`config.mk`:
```
export PLATFORM = sky130hd
export DESIGN_NAME = mqtt_session_automaton_filter
export DESIGN_NICKNAME = d
export VERILOG_FILES = /design/src/rtl/msaf_pkg.sv /design/src/rtl/mqtt_session_automaton_filter.sv /design/src/rtl/msaf_front.sv /design/src/rtl/msaf_queue.sv /design/src/rtl/msaf_back.sv
export SDC_FILE = /design/constraint.sdc
export NUM_CORES = 2
export LEC_CHECK = 0
export BUFFER_PORTS_ARGS = -buffer_cell sky130_fd_sc_hd__buf_2
export CORE_MARGIN = 2
export CORE_UTILIZATION = 50
export CTS_CLUSTER_DIAMETER = 40
export DETAILED_ROUTE_END_ITERATION = 8
export GPL_TIMING_DRIVEN = 0
export PLACE_DENSITY = 0.65
export SYNTH_ARGS = -nofsm -noshare
export SYNTH_HDL_FRONTEND = slang
export SYNTH_SLANG_ARGS = --single-unit
```
`constraint.sdc`:
```
create_clock -name i_clk -period 6.6 [get_ports i_clk]
set_input_delay 0.99 -clock i_clk [delete_from_list [all_inputs] [get_ports i_clk]]
set_output_delay 0.99 -clock i_clk [all_outputs]
set_load 0.01 [all_outputs]
```
`src/rtl/msaf_pkg.sv`:
```
// shared types, constants and codes for the mqtt session filter
package msaf_pkg;

    // session table
    localparam int SESSIONS   = 64;
    localparam int NUM_STATES = 8;
    localparam int STATE_W    = 3;
    localparam int SESS_AW    = (SESSIONS > 1) ? $clog2(SESSIONS) : 1;
    localparam int SESS_CW    = $clog2(SESSIONS + 1);

    // frame parsing
    localparam int POS_W                 = 11;
    localparam logic [POS_W-1:0] POS_MAX = 11'd2047;
    localparam int ETH_TYPE_POS          = 12;
    localparam int IP_PROTO_POS          = 23;
    localparam int SADDR_POS             = 26;
    localparam int DPORT_POS             = 36;
    localparam int TCP_BASE              = 34;
    localparam int TCP_LEN               = 20;
    localparam int TCP_AW                = $clog2(TCP_LEN);
    localparam int DOFF_BYTE             = 12;
    localparam int DOFF_SMALL            = TCP_LEN / 4;

    localparam logic [15:0] IPV4_ETHERTYPE    = 16'h0800;
    localparam logic [7:0]  TCP_PROTOCOL      = 8'd6;
    localparam logic [15:0] MQTT_PORT_DEFAULT = 16'd1883;
    localparam logic [3:0]  MQTT_CONNECT      = 4'd1;
    localparam logic [3:0]  MQTT_PUBLISH      = 4'd3;
    localparam logic [3:0]  MQTT_DISCONNECT   = 4'd14;

    // request queue between front and back
    localparam int QUEUE_DEPTH = 4;
    localparam int QUEUE_AW    = $clog2(QUEUE_DEPTH);
    localparam int QUEUE_CW    = $clog2(QUEUE_DEPTH + 1);

    localparam int CFG_W = 64;

    typedef enum logic [1:0] {
        EV_CONNECT,
        EV_PUBLISH,
        EV_DISCONNECT,
        EV_ERROR
    } t_event;

    typedef enum logic [1:0] {
        CAUSE_UNMONITORED,
        CAUSE_ALLOWED,
        CAUSE_BLOCKED,
        CAUSE_NEW_BLOCK
    } t_cause;

    typedef enum logic [1:0] {
        CFG_TRANS_LOW,
        CFG_TRANS_HIGH,
        CFG_ERROR_STATE,
        CFG_BROKER_PORT
    } t_cfg_idx;

    typedef struct packed {
        logic             we;
        t_cfg_idx         idx;
        logic [CFG_W-1:0] data;
    } t_cfg_write;

    typedef struct packed {
        logic [7:0] frame_byte;
        logic       frame_last;
    } t_in_item;

    typedef struct packed {
        logic        verdict;
        t_cause      cause;
        logic [31:0] source_addr;
    } t_out_item;

    typedef struct packed {
        logic        track;
        logic [31:0] saddr;
        t_event      ev;
    } t_request;

endpackage

```
`src/rtl/mqtt_session_automaton_filter.sv`:
```
// top level of the per-source mqtt session filter
//
//   channel   direction   handshake                payload
//   in        input       i_in_valid / o_in_stall  i_in_data  (frame_byte, frame_last)
//   out       output      o_out_valid / i_out_stall o_out_data (verdict, cause, source_addr)
//   cfg       input       i_cfg_we                 i_cfg_idx, i_cfg_data
//
// the parser takes one frame byte per cycle; it stalls any byte while the
// four-entry request queue is full.
// for a monitored frame the session engine reads table entries one at a time until a match,
// at most the fill count (up to 64) of them, through the single read port of the session memory.
// reset is synchronous; clearing the fill count empties the session table at once.
// a result waits in the output register while the output is stalled; parsing carries on until the queue is full.
module mqtt_session_automaton_filter (
    input  logic                              i_clk,
    input  logic                              i_rst_n,
    input  logic                              i_in_valid,
    input  msaf_pkg::t_in_item                i_in_data,
    output logic                              o_in_stall,
    output logic                              o_out_valid,
    output msaf_pkg::t_out_item               o_out_data,
    input  logic                              i_out_stall,
    input  logic                              i_cfg_we,
    input  logic [1:0]                        i_cfg_idx,
    input  logic [msaf_pkg::CFG_W-1:0]        i_cfg_data
);

    msaf_pkg::t_cfg_write cfg;
    msaf_pkg::t_request   push_req;
    msaf_pkg::t_request   pop_req;
    logic                 push;
    logic                 q_full;
    logic                 q_valid;
    logic                 pop;

    assign cfg.we   = i_cfg_we;
    assign cfg.idx  = msaf_pkg::t_cfg_idx'(i_cfg_idx);
    assign cfg.data = i_cfg_data;

    msaf_front u_front (
        .i_clk      (i_clk),
        .i_rst_n    (i_rst_n),
        .i_cfg      (cfg),
        .i_in_valid (i_in_valid),
        .i_in_data  (i_in_data),
        .o_in_stall (o_in_stall),
        .i_q_full   (q_full),
        .o_push     (push),
        .o_req      (push_req)
    );

    msaf_queue u_queue (
        .i_clk   (i_clk),
        .i_rst_n (i_rst_n),
        .i_push  (push),
        .i_data  (push_req),
        .o_full  (q_full),
        .i_pop   (pop),
        .o_valid (q_valid),
        .o_data  (pop_req)
    );

    msaf_back u_back (
        .i_clk       (i_clk),
        .i_rst_n     (i_rst_n),
        .i_cfg       (cfg),
        .i_req_valid (q_valid),
        .i_req       (pop_req),
        .o_pop       (pop),
        .o_out_valid (o_out_valid),
        .o_out       (o_out_data),
        .i_out_stall (i_out_stall)
    );

endmodule

```
`src/rtl/msaf_front.sv`:
```
// frame parser: captures header fields per byte and classifies each frame at its last byte
module msaf_front (
    input  logic                  i_clk,
    input  logic                  i_rst_n,
    input  msaf_pkg::t_cfg_write  i_cfg,
    input  logic                  i_in_valid,
    input  msaf_pkg::t_in_item    i_in_data,
    output logic                  o_in_stall,
    input  logic                  i_q_full,
    output logic                  o_push,
    output msaf_pkg::t_request    o_req
);

    logic [msaf_pkg::POS_W-1:0] r_pos;
    logic                       r_eth_ok;
    logic                       r_proto_ok;
    logic                       r_mqtt_valid;
    logic [7:0]                 r_mqtt_byte;
    logic [31:0]                r_saddr;
    logic [15:0]                r_dport;
    logic [7:0]                 r_tcp [msaf_pkg::TCP_LEN];
    logic [15:0]                r_broker_port;

    logic                         accept;
    logic [7:0]                   b;
    logic [3:0]                   doff;
    logic [msaf_pkg::POS_W-1:0]   mqtt_off;
    logic [msaf_pkg::TCP_AW-1:0]  tcp_idx;
    logic                         in_tcp;
    logic                         at_mqtt;
    logic                         small_doff;
    logic                         have_mqtt;
    logic                         len_ok;
    logic [7:0]                   mqtt_byte;
    msaf_pkg::t_event             ev;

    assign b          = i_in_data.frame_byte;
    assign accept     = i_in_valid && !i_q_full;
    assign o_in_stall = i_q_full;
    assign o_push     = accept && i_in_data.frame_last;

    assign doff     = r_tcp[msaf_pkg::DOFF_BYTE][7:4];
    assign mqtt_off = msaf_pkg::POS_W'(msaf_pkg::TCP_BASE) + msaf_pkg::POS_W'({doff, 2'b00});
    assign tcp_idx  = msaf_pkg::TCP_AW'(r_pos - msaf_pkg::POS_W'(msaf_pkg::TCP_BASE));
    assign in_tcp   = (r_pos >= msaf_pkg::POS_W'(msaf_pkg::TCP_BASE)) &&
                      (r_pos <  msaf_pkg::POS_W'(msaf_pkg::TCP_BASE + msaf_pkg::TCP_LEN));
    assign at_mqtt  = (r_pos >= msaf_pkg::POS_W'(msaf_pkg::TCP_BASE + msaf_pkg::TCP_LEN)) &&
                      (r_pos == mqtt_off);
    assign small_doff = doff < 4'(msaf_pkg::DOFF_SMALL);
    // frame must hold the full tcp header, so the last byte sits at 53 or later
    assign len_ok   = r_pos >= msaf_pkg::POS_W'(msaf_pkg::TCP_BASE + msaf_pkg::TCP_LEN - 1);

    // mqtt byte: inside the tcp header, captured earlier, or the last byte itself
    always_comb begin
        if (small_doff) begin
            have_mqtt = 1'b1;
            mqtt_byte = r_tcp[msaf_pkg::TCP_AW'({doff, 2'b00})];
        end else if (r_mqtt_valid) begin
            have_mqtt = 1'b1;
            mqtt_byte = r_mqtt_byte;
        end else begin
            have_mqtt = at_mqtt;
            mqtt_byte = b;
        end
    end

    always_comb begin
        case (mqtt_byte[7:4])
            msaf_pkg::MQTT_CONNECT:    ev = msaf_pkg::EV_CONNECT;
            msaf_pkg::MQTT_PUBLISH:    ev = msaf_pkg::EV_PUBLISH;
            msaf_pkg::MQTT_DISCONNECT: ev = msaf_pkg::EV_DISCONNECT;
            default:                   ev = msaf_pkg::EV_ERROR;
        endcase
    end

    assign o_req.track = len_ok && r_eth_ok && r_proto_ok &&
                         (r_dport == r_broker_port) && have_mqtt;
    assign o_req.saddr = r_saddr;
    assign o_req.ev    = ev;

    always_ff @(posedge i_clk) begin
        if (!i_rst_n) begin
            r_broker_port <= msaf_pkg::MQTT_PORT_DEFAULT;
        end else if (i_cfg.we && i_cfg.idx == msaf_pkg::CFG_BROKER_PORT) begin
            r_broker_port <= i_cfg.data[15:0];
        end
    end

    always_ff @(posedge i_clk) begin
        if (!i_rst_n) begin
            r_pos        <= '0;
            r_eth_ok     <= 1'b0;
            r_proto_ok   <= 1'b0;
            r_mqtt_valid <= 1'b0;
        end else if (accept) begin
            if (i_in_data.frame_last) begin
                r_pos        <= '0;
                r_eth_ok     <= 1'b0;
                r_proto_ok   <= 1'b0;
                r_mqtt_valid <= 1'b0;
            end else if (r_pos != msaf_pkg::POS_MAX) begin
                r_pos <= r_pos + 1'b1;
                if (r_pos == msaf_pkg::POS_W'(msaf_pkg::ETH_TYPE_POS)) begin
                    r_eth_ok <= (b == msaf_pkg::IPV4_ETHERTYPE[15:8]);
                end
                if (r_pos == msaf_pkg::POS_W'(msaf_pkg::ETH_TYPE_POS + 1) &&
                    b != msaf_pkg::IPV4_ETHERTYPE[7:0]) begin
                    r_eth_ok <= 1'b0;
                end
                if (r_pos == msaf_pkg::POS_W'(msaf_pkg::IP_PROTO_POS)) begin
                    r_proto_ok <= (b == msaf_pkg::TCP_PROTOCOL);
                end
                if (at_mqtt) begin
                    r_mqtt_valid <= 1'b1;
                end
            end
        end
    end

    // header payload, no reset: every field is rewritten before a full-length frame reads it
    always_ff @(posedge i_clk) begin
        if (accept && !i_in_data.frame_last && r_pos != msaf_pkg::POS_MAX) begin
            if (r_pos == msaf_pkg::POS_W'(msaf_pkg::SADDR_POS)) begin
                r_saddr[31:24] <= b;
            end
            if (r_pos == msaf_pkg::POS_W'(msaf_pkg::SADDR_POS + 1)) begin
                r_saddr[23:16] <= b;
            end
            if (r_pos == msaf_pkg::POS_W'(msaf_pkg::SADDR_POS + 2)) begin
                r_saddr[15:8] <= b;
            end
            if (r_pos == msaf_pkg::POS_W'(msaf_pkg::SADDR_POS + 3)) begin
                r_saddr[7:0] <= b;
            end
            if (r_pos == msaf_pkg::POS_W'(msaf_pkg::DPORT_POS)) begin
                r_dport[15:8] <= b;
            end
            if (r_pos == msaf_pkg::POS_W'(msaf_pkg::DPORT_POS + 1)) begin
                r_dport[7:0] <= b;
            end
            if (in_tcp) begin
                r_tcp[tcp_idx] <= b;
            end
            if (at_mqtt) begin
                r_mqtt_byte <= b;
            end
        end
    end

endmodule

```
`src/rtl/msaf_queue.sv`:
```
// short request queue between the frame parser and the session engine
module msaf_queue (
    input  logic                i_clk,
    input  logic                i_rst_n,
    input  logic                i_push,
    input  msaf_pkg::t_request  i_data,
    output logic                o_full,
    input  logic                i_pop,
    output logic                o_valid,
    output msaf_pkg::t_request  o_data
);

    msaf_pkg::t_request            r_mem [msaf_pkg::QUEUE_DEPTH];
    logic [msaf_pkg::QUEUE_AW-1:0] r_wr_ptr;
    logic [msaf_pkg::QUEUE_AW-1:0] r_rd_ptr;
    logic [msaf_pkg::QUEUE_CW-1:0] r_count;

    assign o_full  = r_count == msaf_pkg::QUEUE_CW'(msaf_pkg::QUEUE_DEPTH);
    assign o_valid = r_count != '0;
    assign o_data  = r_mem[r_rd_ptr];

    always_ff @(posedge i_clk) begin
        if (i_push) begin
            r_mem[r_wr_ptr] <= i_data;
        end
    end

    always_ff @(posedge i_clk) begin
        if (!i_rst_n) begin
            r_wr_ptr <= '0;
            r_rd_ptr <= '0;
            r_count  <= '0;
        end else begin
            if (i_push) begin
                r_wr_ptr <= (r_wr_ptr == msaf_pkg::QUEUE_AW'(msaf_pkg::QUEUE_DEPTH - 1)) ?
                            '0 : r_wr_ptr + 1'b1;
            end
            if (i_pop) begin
                r_rd_ptr <= (r_rd_ptr == msaf_pkg::QUEUE_AW'(msaf_pkg::QUEUE_DEPTH - 1)) ?
                            '0 : r_rd_ptr + 1'b1;
            end
            case ({i_push, i_pop})
                2'b10:   r_count <= r_count + 1'b1;
                2'b01:   r_count <= r_count - 1'b1;
                default: r_count <= r_count;
            endcase
        end
    end

    a_no_push_full: assert property (@(posedge i_clk) disable iff (!i_rst_n)
        i_push |-> !o_full)
        else $error("request queue written while full");

    a_no_pop_empty: assert property (@(posedge i_clk) disable iff (!i_rst_n)
        i_pop |-> o_valid)
        else $error("request queue read while empty");

endmodule

```
`src/rtl/msaf_back.sv`:
```
// session engine: searches the session table, steps the automaton, registers the verdict
module msaf_back (
    input  logic                  i_clk,
    input  logic                  i_rst_n,
    input  msaf_pkg::t_cfg_write  i_cfg,
    input  logic                  i_req_valid,
    input  msaf_pkg::t_request    i_req,
    output logic                  o_pop,
    output logic                  o_out_valid,
    output msaf_pkg::t_out_item   o_out,
    input  logic                  i_out_stall
);

    typedef enum logic [2:0] {
        S_IDLE,
        S_SCAN,
        S_CMP,
        S_DECIDE,
        S_OUT
    } t_state;

    typedef struct packed {
        logic [31:0]                  addr;
        logic [msaf_pkg::STATE_W-1:0] state;
    } t_session;

    // session table: entries below the fill count are valid, filled in order
    t_session r_mem [msaf_pkg::SESSIONS];
    t_session r_rd;

    t_state                        r_state;
    msaf_pkg::t_request            r_req;
    logic [msaf_pkg::SESS_CW-1:0]  r_fill;
    logic [msaf_pkg::SESS_CW-1:0]  r_idx;
    logic                          r_hit;
    logic [msaf_pkg::STATE_W-1:0]  r_cur;
    msaf_pkg::t_out_item           r_res;
    logic                          r_out_valid;
    msaf_pkg::t_out_item           r_out;

    logic [msaf_pkg::CFG_W-1:0]    r_trans_low;
    logic [msaf_pkg::CFG_W-1:0]    r_trans_high;
    logic [msaf_pkg::STATE_W-1:0]  r_error_state;

    logic [msaf_pkg::STATE_W-1:0]  cur;
    logic [msaf_pkg::CFG_W-1:0]    tbl;
    logic [5:0]                    nib_sel;
    logic [3:0]                    nib;
    logic [msaf_pkg::STATE_W-1:0]  nxt;
    logic                          blocked;
    logic                          room;
    logic                          mem_we;
    logic [msaf_pkg::SESS_AW-1:0]  mem_waddr;
    t_session                      mem_wdata;

    assign cur     = r_hit ? r_cur : '0;
    assign tbl     = cur[2] ? r_trans_high : r_trans_low;
    assign nib_sel = {cur[1:0], r_req.ev, 2'b00};
    assign nib     = tbl[nib_sel +: 4];
    assign nxt     = (!nib[3] || {1'b0, nib[2:0]} >= 4'(msaf_pkg::NUM_STATES)) ?
                     r_error_state : nib[2:0];
    assign blocked = cur == r_error_state;
    assign room    = r_hit || (r_fill != msaf_pkg::SESS_CW'(msaf_pkg::SESSIONS));

    assign mem_we          = (r_state == S_DECIDE) && !blocked && room;
    assign mem_waddr       = r_hit ? r_idx[msaf_pkg::SESS_AW-1:0] : r_fill[msaf_pkg::SESS_AW-1:0];
    assign mem_wdata.addr  = r_req.saddr;
    assign mem_wdata.state = nxt;

    assign o_pop       = (r_state == S_IDLE) && i_req_valid;
    assign o_out_valid = r_out_valid;
    assign o_out       = r_out;

    always_ff @(posedge i_clk) begin
        if (mem_we) begin
            r_mem[mem_waddr] <= mem_wdata;
        end
        r_rd <= r_mem[r_idx[msaf_pkg::SESS_AW-1:0]];
    end

    always_ff @(posedge i_clk) begin
        if (!i_rst_n) begin
            r_trans_low   <= '0;
            r_trans_high  <= '0;
            r_error_state <= '1;
        end else if (i_cfg.we) begin
            case (i_cfg.idx)
                msaf_pkg::CFG_TRANS_LOW:   r_trans_low   <= i_cfg.data;
                msaf_pkg::CFG_TRANS_HIGH:  r_trans_high  <= i_cfg.data;
                msaf_pkg::CFG_ERROR_STATE: r_error_state <= i_cfg.data[msaf_pkg::STATE_W-1:0];
                default:                   ;
            endcase
        end
    end

    always_ff @(posedge i_clk) begin
        if (!i_rst_n) begin
            r_state     <= S_IDLE;
            r_fill      <= '0;
            r_out_valid <= 1'b0;
        end else begin
            // in S_OUT the output register is handled by that state alone
            if (r_out_valid && !i_out_stall && r_state != S_OUT) begin
                r_out_valid <= 1'b0;
            end
            case (r_state)
                S_IDLE: begin
                    if (i_req_valid) begin
                        r_req             <= i_req;
                        r_idx             <= '0;
                        r_hit             <= 1'b0;
                        r_res.verdict     <= 1'b0;
                        r_res.cause       <= msaf_pkg::CAUSE_UNMONITORED;
                        r_res.source_addr <= '0;
                        r_state           <= i_req.track ? S_SCAN : S_OUT;
                    end
                end
                S_SCAN: begin
                    // read of entry r_idx is under way unless the valid entries are used up
                    r_state <= (r_idx == r_fill) ? S_DECIDE : S_CMP;
                end
                S_CMP: begin
                    if (r_rd.addr == r_req.saddr) begin
                        r_hit   <= 1'b1;
                        r_cur   <= r_rd.state;
                        r_state <= S_DECIDE;
                    end else begin
                        r_idx   <= r_idx + 1'b1;
                        r_state <= S_SCAN;
                    end
                end
                S_DECIDE: begin
                    if (!blocked && !r_hit && room) begin
                        r_fill <= r_fill + 1'b1;
                    end
                    r_res.source_addr <= r_req.saddr;
                    if (blocked) begin
                        r_res.verdict <= 1'b1;
                        r_res.cause   <= msaf_pkg::CAUSE_BLOCKED;
                    end else if (nxt == r_error_state) begin
                        r_res.verdict <= 1'b1;
                        r_res.cause   <= msaf_pkg::CAUSE_NEW_BLOCK;
                    end else begin
                        r_res.verdict <= 1'b0;
                        r_res.cause   <= msaf_pkg::CAUSE_ALLOWED;
                    end
                    r_state <= S_OUT;
                end
                S_OUT: begin
                    if (!r_out_valid || !i_out_stall) begin
                        r_out_valid <= 1'b1;
                        r_out       <= r_res;
                        r_state     <= S_IDLE;
                    end
                end
                default: r_state <= S_IDLE;
            endcase
        end
    end

    a_fill_bound: assert property (@(posedge i_clk) disable iff (!i_rst_n)
        r_fill <= msaf_pkg::SESS_CW'(msaf_pkg::SESSIONS))
        else $error("session fill count beyond table size");

    a_cmp_after_scan: assert property (@(posedge i_clk) disable iff (!i_rst_n)
        (r_state == S_CMP) |-> ($past(r_state) == S_SCAN && r_idx < r_fill))
        else $error("compare without a read of a valid entry");

    a_verdict_cause: assert property (@(posedge i_clk) disable iff (!i_rst_n)
        r_out_valid |-> ((r_out.verdict == (r_out.cause == msaf_pkg::CAUSE_BLOCKED ||
                                            r_out.cause == msaf_pkg::CAUSE_NEW_BLOCK)) &&
                         (r_out.cause != msaf_pkg::CAUSE_UNMONITORED ||
                          r_out.source_addr == '0)))
        else $error("verdict does not match cause");

endmodule
```
; After elaboration in Yosys (flattened, before gate mapping)
; Memory sizes are Yosys's and may differ from the RTL's. A register that Yosys moved wholly into a read port is not among the register bits.
; Index checks and enable logic that the tools add are counted.
[op_classes]
n_addsub = 9
magnitude_cmp = 5
n_eq_ne = 39
n_shift = 1
n_mux = 52
n_reduce_logical = 60
[ops]
columns = cell, n
row1 = 35-bit case mux with 2 select lines, 1
row2 = 64-bit 2-to-1 mux, 1
row3 = 64-bit by 7-bit variable part select with 4-bit output, 1
row4 = "11-bit by 5-bit == test with 1-bit output, second input constant", 5
row5 = 35-bit 2-to-1 mux, 1
row6 = "11-bit by 6-bit >= comparator with 1-bit output, second input constant", 3
row7 = 32-bit == test, 1
row8 = 2-bit AND reduction, 13
row9 = 1-bit 2-to-1 mux, 25
row10 = "11-bit by 4-bit == test with 1-bit output, second input constant", 2
row11 = "11-bit by 6-bit == test with 1-bit output, second input constant", 2
row12 = 11-bit 2-to-1 mux, 2
row13 = 3-bit 2-to-1 mux, 7
row14 = 3-bit AND reduction, 7
row15 = 1-bit logical AND, 19
row16 = 16-bit == test, 1
row17 = 8-bit 2-to-1 mux, 2
row18 = 3-bit case mux with 5 select lines, 1
row19 = "7-bit by 1-bit adder with 7-bit output, second input constant", 2
row20 = 7-bit 2-to-1 mux, 2
row21 = 7-bit case mux with 2 select lines, 1
row22 = 2-bit nonzero test, 6
row23 = "11-bit by 1-bit adder with 11-bit output, second input constant", 1
row24 = 11-bit by 7-bit == test with 1-bit output, 1
row25 = 36 further kinds, 59
[totals]
reg_bits = 350
mem_bits_rw = 2540
inputBits = 80
out_inout_bits = 37
wordCells = 201
mem_count = 3
[memory_table]
columns = name, depth, word_bits, read_ports, rd_clocked_by_memory_dff, write_ports, line_no
row1 = u_back.r_mem, 64, 35, 1, 1, 1, msaf_back.sv:28  ; t_session r_mem [msaf_pkg::SESSIONS];
row2 = u_front.r_tcp, 20, 8, 2, 0, 1, msaf_front.sv:21  ; logic [7:0] r_tcp [msaf_pkg::TCP_LEN];
row3 = u_queue.r_mem, 4, 35, 1, 1, 1, msaf_queue.sv:13  ; msaf_pkg::t_request r_mem [msaf_pkg::QUEUE_DEPTH];

; Depth between registers and ports, before layout
[logic_depth]
depth_word = 8
mapped_depth = 10
ltp_nobuf = 10

; By module
; Synthesis repeated with hierarchy kept, for this count alone.
[unflattened]
cells_unflattened = 5238
hier_area_um2 = 107036.4
[by_module_without_submodules]
columns = module, instances, cells_per_inst, area_each_um2
row1 = msaf_back, 1, 4640, 97060.6
row2 = msaf_queue, 1, 226, 5559.1
row3 = msaf_front, 1, 372, 4416.7

; Worst setup path before layout
; No wires, ideal clock.
[synth_timing]
path_type = reg-to-reg
start = register u_back.r_req, in the netlist u_back.nib_sel[2]
end = memory u_back.r_mem[0][1] in the netlist's numbering, data pin
setup_ns = 0.564
arrival_time_ns = 3.825
setup_slack_ns = 2.211
stages_incl_launch_ff = 8
period_less_slack_ns = 4.389
path_cell_list = edfxtp_1 clkinv_1 buf_2 mux4_2 a22oi_1 and3_1 clkbuf_1 mux2i_1
[synth_rtl]
columns = item, line_no
row1 = "start, declared", msaf_back.sv:32  ; msaf_pkg::t_request r_req;
row2 = "start signal, assigned", msaf_back.sv:109  ; r_req <= i_req;
row3 = "end, declared", msaf_back.sv:28

; Final worst setup path
[layout_timing]
start = register u_back.r_idx[1] in the netlist's numbering
end = memory u_back.r_mem[2][22] in the netlist's numbering (enable)
[layout_between]
elab_chain_cells = 1
[layout_lines]
columns = item, line_no
row1 = "start, declared", msaf_back.sv:34  ; logic [msaf_pkg::SESS_CW-1:0] r_idx;
row2 = "start signal, assigned", msaf_back.sv:128  ; r_idx <= r_idx + 1'b1;
row3 = 6-bit 2-to-1 mux, msaf_back.sv:66  ; assign mem_waddr = r_hit ? r_idx[msaf_pkg::SESS_AW-1:0] : r_fill[msaf_pkg::SESS_AW-1:0];
; No other way between the ends.

==> out/qor.yml <==
status:
  status: "finished clean"
power:
  vdd_ir_drop_max_mv: 0.357
  finalPower_uw: 51300
  power_density_mw_per_mm2: 402
  p_leak_uw: 0.0407
worst_hold_path:
  hold_path_class: "primary input to flip-flop"
  hold_start: "i_cfg_data[56]"
  whs_path_depth: 3
sta:
  setup_slack_ps: 1260
  rsz0062_at_grt: "no"
  slew_headroom_pct: 0.571
  setup_tns_ps: 0
  min_period_over_period_pct: 80.9
  fmax_mhz: 187
  drv_slew: 0
  fin_crit_ps: 5340
  fin_worst_skew_ps: 56.6
  finalSetupViolations: 0
  worst_pin_slew_ps: 1490
  finalHoldViolCount: 0
clock_network:
  cts_tree: "built"
  clock-sinks: 2781
  clkTransAtPathRegs_ps: 70
  cts-resized-gates: 0
  numCtsBuffers: 381
  holdBufCountCts: 0
  worst_skew_pair.late_latency_ps: 970
  htree_levels: 5
  cts_root_buf: "clkbuf_16"
  max-clock-path-buffers: 4
  cts_setup_buffers: 0
global_routing:
  grt_overflow: 0
  grt_pass1_vias: 54300
  grt_use_total_pct: 26.1
  grt_pass1_wl_um: 399000
  antenna_found_initial: 25
  grt_start_max_net_pins: 37
yosys:
  synth_edf_count: 2565
  synth_top_area_cell: "edfxtp_1"
  synth-xor-area-share_pct: 0.658
  synth_common_cells: "2565 x edfxtp_1, 786 x mux4_2, 344 x nand2_1"
  synth_top_cell_area_share_pct: 72.4
  synth_area_per_cell_um2: 21.7
  synthTopCellsByArea: "edfxtp_1 72%, mux4_2 17%, dfxtp_1 4.1%, nand2_1 1.2%, a21boi_0 0.99%"
  yosys.area_share.simple_pct: 2.87
  synth_fp_nets: 5009
  yosysSeqAreaShare_pct: 76.4
  synthAdderAreaFrac_pct: 0.219
  synth_cells: 4911
  synth_cell_types: 60
  muxShareOfSynthArea_pct: 16.9
  synth_top_family_by_area: "multiplexers"
  synth_compound_area_share_pct: 1.76
  synth.ff_latch_count: 2781
  synth-async-reset-ratio_pct: 0
  yosysWarnings: 0
  synth-main-ff-cell: "edfxtp_1"
  synth.most_common_cell: "edfxtp_1"
  syn-cell-area_mm2: 0.106
worst_setup_path:
  critPathLaunch: "u_back.r_idx[1]$_SDFFCE_PN0P_"
  cp.arrival_ps: 5950
  r2r_cells: 8
  crit-reg2reg-launch: "u_back.r_idx[1]$_SDFFCE_PN0P_"
  path_class: "flip-flop to flip-flop"
  startpoint_type: "flip-flop"
  cp_max_fo: 18
  endpoint_kind: "flip-flop"
  worstPathRequired_ps: 7210
cells_and_area:
  syn_to_final_growth_pct: 19.9
  fin_cells: 8705
  drive_above_1_share_pct: 31.2
  nets: 5670
  fillCellCount: 14700
die:
  start_util_pct: 50.2
  die_x_um: 465
  rows: 169
  dieHeight_um: 465
  pin_count: 117
  die_area_mm2: 0.217
  core_area_mm2: 0.212
detailed_routing:
  first_pass_iters: 5
  route.detailed.wl_per_inst_um: 32.2
  ant_nets: 0
  finalWirelength_um: 280000
  wl_met2_um: 131000
  wl_met1_um: 107000
  wl_met3_um: 28200
  vias_per_cell: 6.13
  via_count: 53400
  drc: 0
  drtIter0Drc: 6762
  top_layer_used: "met5"
place:
  dp_hpwl_um: 191000
  dp.cells: 8010
  dp_slack_ps: 1510
  place.gp.congestion: 0.914
  numPortBuffers: 116
job:
  cap_violations: 0
==> final timing paths <==
check,end,slack (ps)
setup / recovery,u_back.r_mem[2][22]$_DFFE_PP_,1260
hold / removal,u_back.r_trans_high[56]$_SDFFE_PN0P_,310
setup reg to reg,u_back.r_mem[2][22]$_DFFE_PP_,1260
hold reg to reg,u_back.o_out[26]$_DFFE_PP_,410
==> area by class of cell <==
type / instances / area [um2] / area share (%)
flip-flops and latches: 2781 / 81300 / 63.7
multi-input cells: 1838 / 24400 / 19.1
clock buffers: 425 / 9840 / 7.71
repair buffers: 278 / 4450 / 3.49
well taps: 2821 / 3530 / 2.77
clock inverters: 262 / 2830 / 2.22
plain buffers: 263 / 1140 / 0.891
inverters: 29 / 109 / 0.0853
diodes: 8 / 20.0 / 0.0157
==> per-stage QoR <==
step           utilization (%)  instance area, um2  hold slack [ps]
2_1_floorplan                -              106000              386
3_3_place_gp              52.2              111000              390
3_5_place_dp              54.3              115000              390
4_1_cts                   60.2              128000              255
5_1_grt                   60.2              128000              287
6_report                  60.2              128000              310
==> flip-flops by register name (all words and copies together), names as in the netlist, 16 cells and up, named ones only <==
name	flops
u_front.r_broker_port	16
u_back.r_rd	35
u_front.r_saddr	32
u_back.o_out	34
u_back.mem_wdata	32
u_back.r_trans_low	64
u_back.r_res	34
u_queue.r_mem	140
u_back.r_trans_high	64
u_front.r_tcp	20
u_front.r_dport	16
u_back.r_mem	2240
==> critical path, cell delays in order, from the launching register on <==
cell and delay (ps):
edfxtp_1 360, clkbuf_1 830, clkbuf_1 950, clkbuf_1 520, nand2_1 130, o32ai_1 220, nand2_1 770, nor2_4 890
buf_12 270
==> cells by family after synthesis <==
logic type                 count (synthesis)
AOI/OAI and AO/OA                        255
buffers and inverters                    292
DFF                                     2781
xor gates and xnor gates                  80
adders and majority gates                 18
and+or+nand+nor                          673
muxes                                    812
==> routing by layer <==
layer  vias up  GRT usage [%]
met5         -              0
met4         8           12.2
met3       567           7.03
met2      2765           40.2
met1     28200           35.1
li1      21900              -
==> placed cells by master (no fill, tap or decap), types with 22 or more instances in the layout <==
cell type,n
nand2_1,344
nor3_1,22
clkinv_1,45
xnor2_1,42
edfxtp_1,2565
bufinv_16,38
nor2_4,65
clkinvlp_4,32
buf_1,33
mux4_2,786
inv_6,49
xor2_1,38
inv_8,27
clkinv_4,37
clkbuf_1,190
nor2_1,44
a21boi_0,141
buf_12,59
inv_1,27
dfxtp_1,216
buf_2,175
buf_16,92
clkinv_2,31
and3_1,40
and2_1,47
clkbuf_16,386
==> report_power, final <==
| group | switching, uW | leakage (uW) | internal, uW |
|---|---|---|---|
| Sequential | 431 | 0.0248 | 20700 |
| Combinational | 5900 | 0.00972 | 3950 |
| Clock | 7850 | 0.00612 | 12400 |
No activity file was read; power rests on OpenSTA's default activity.
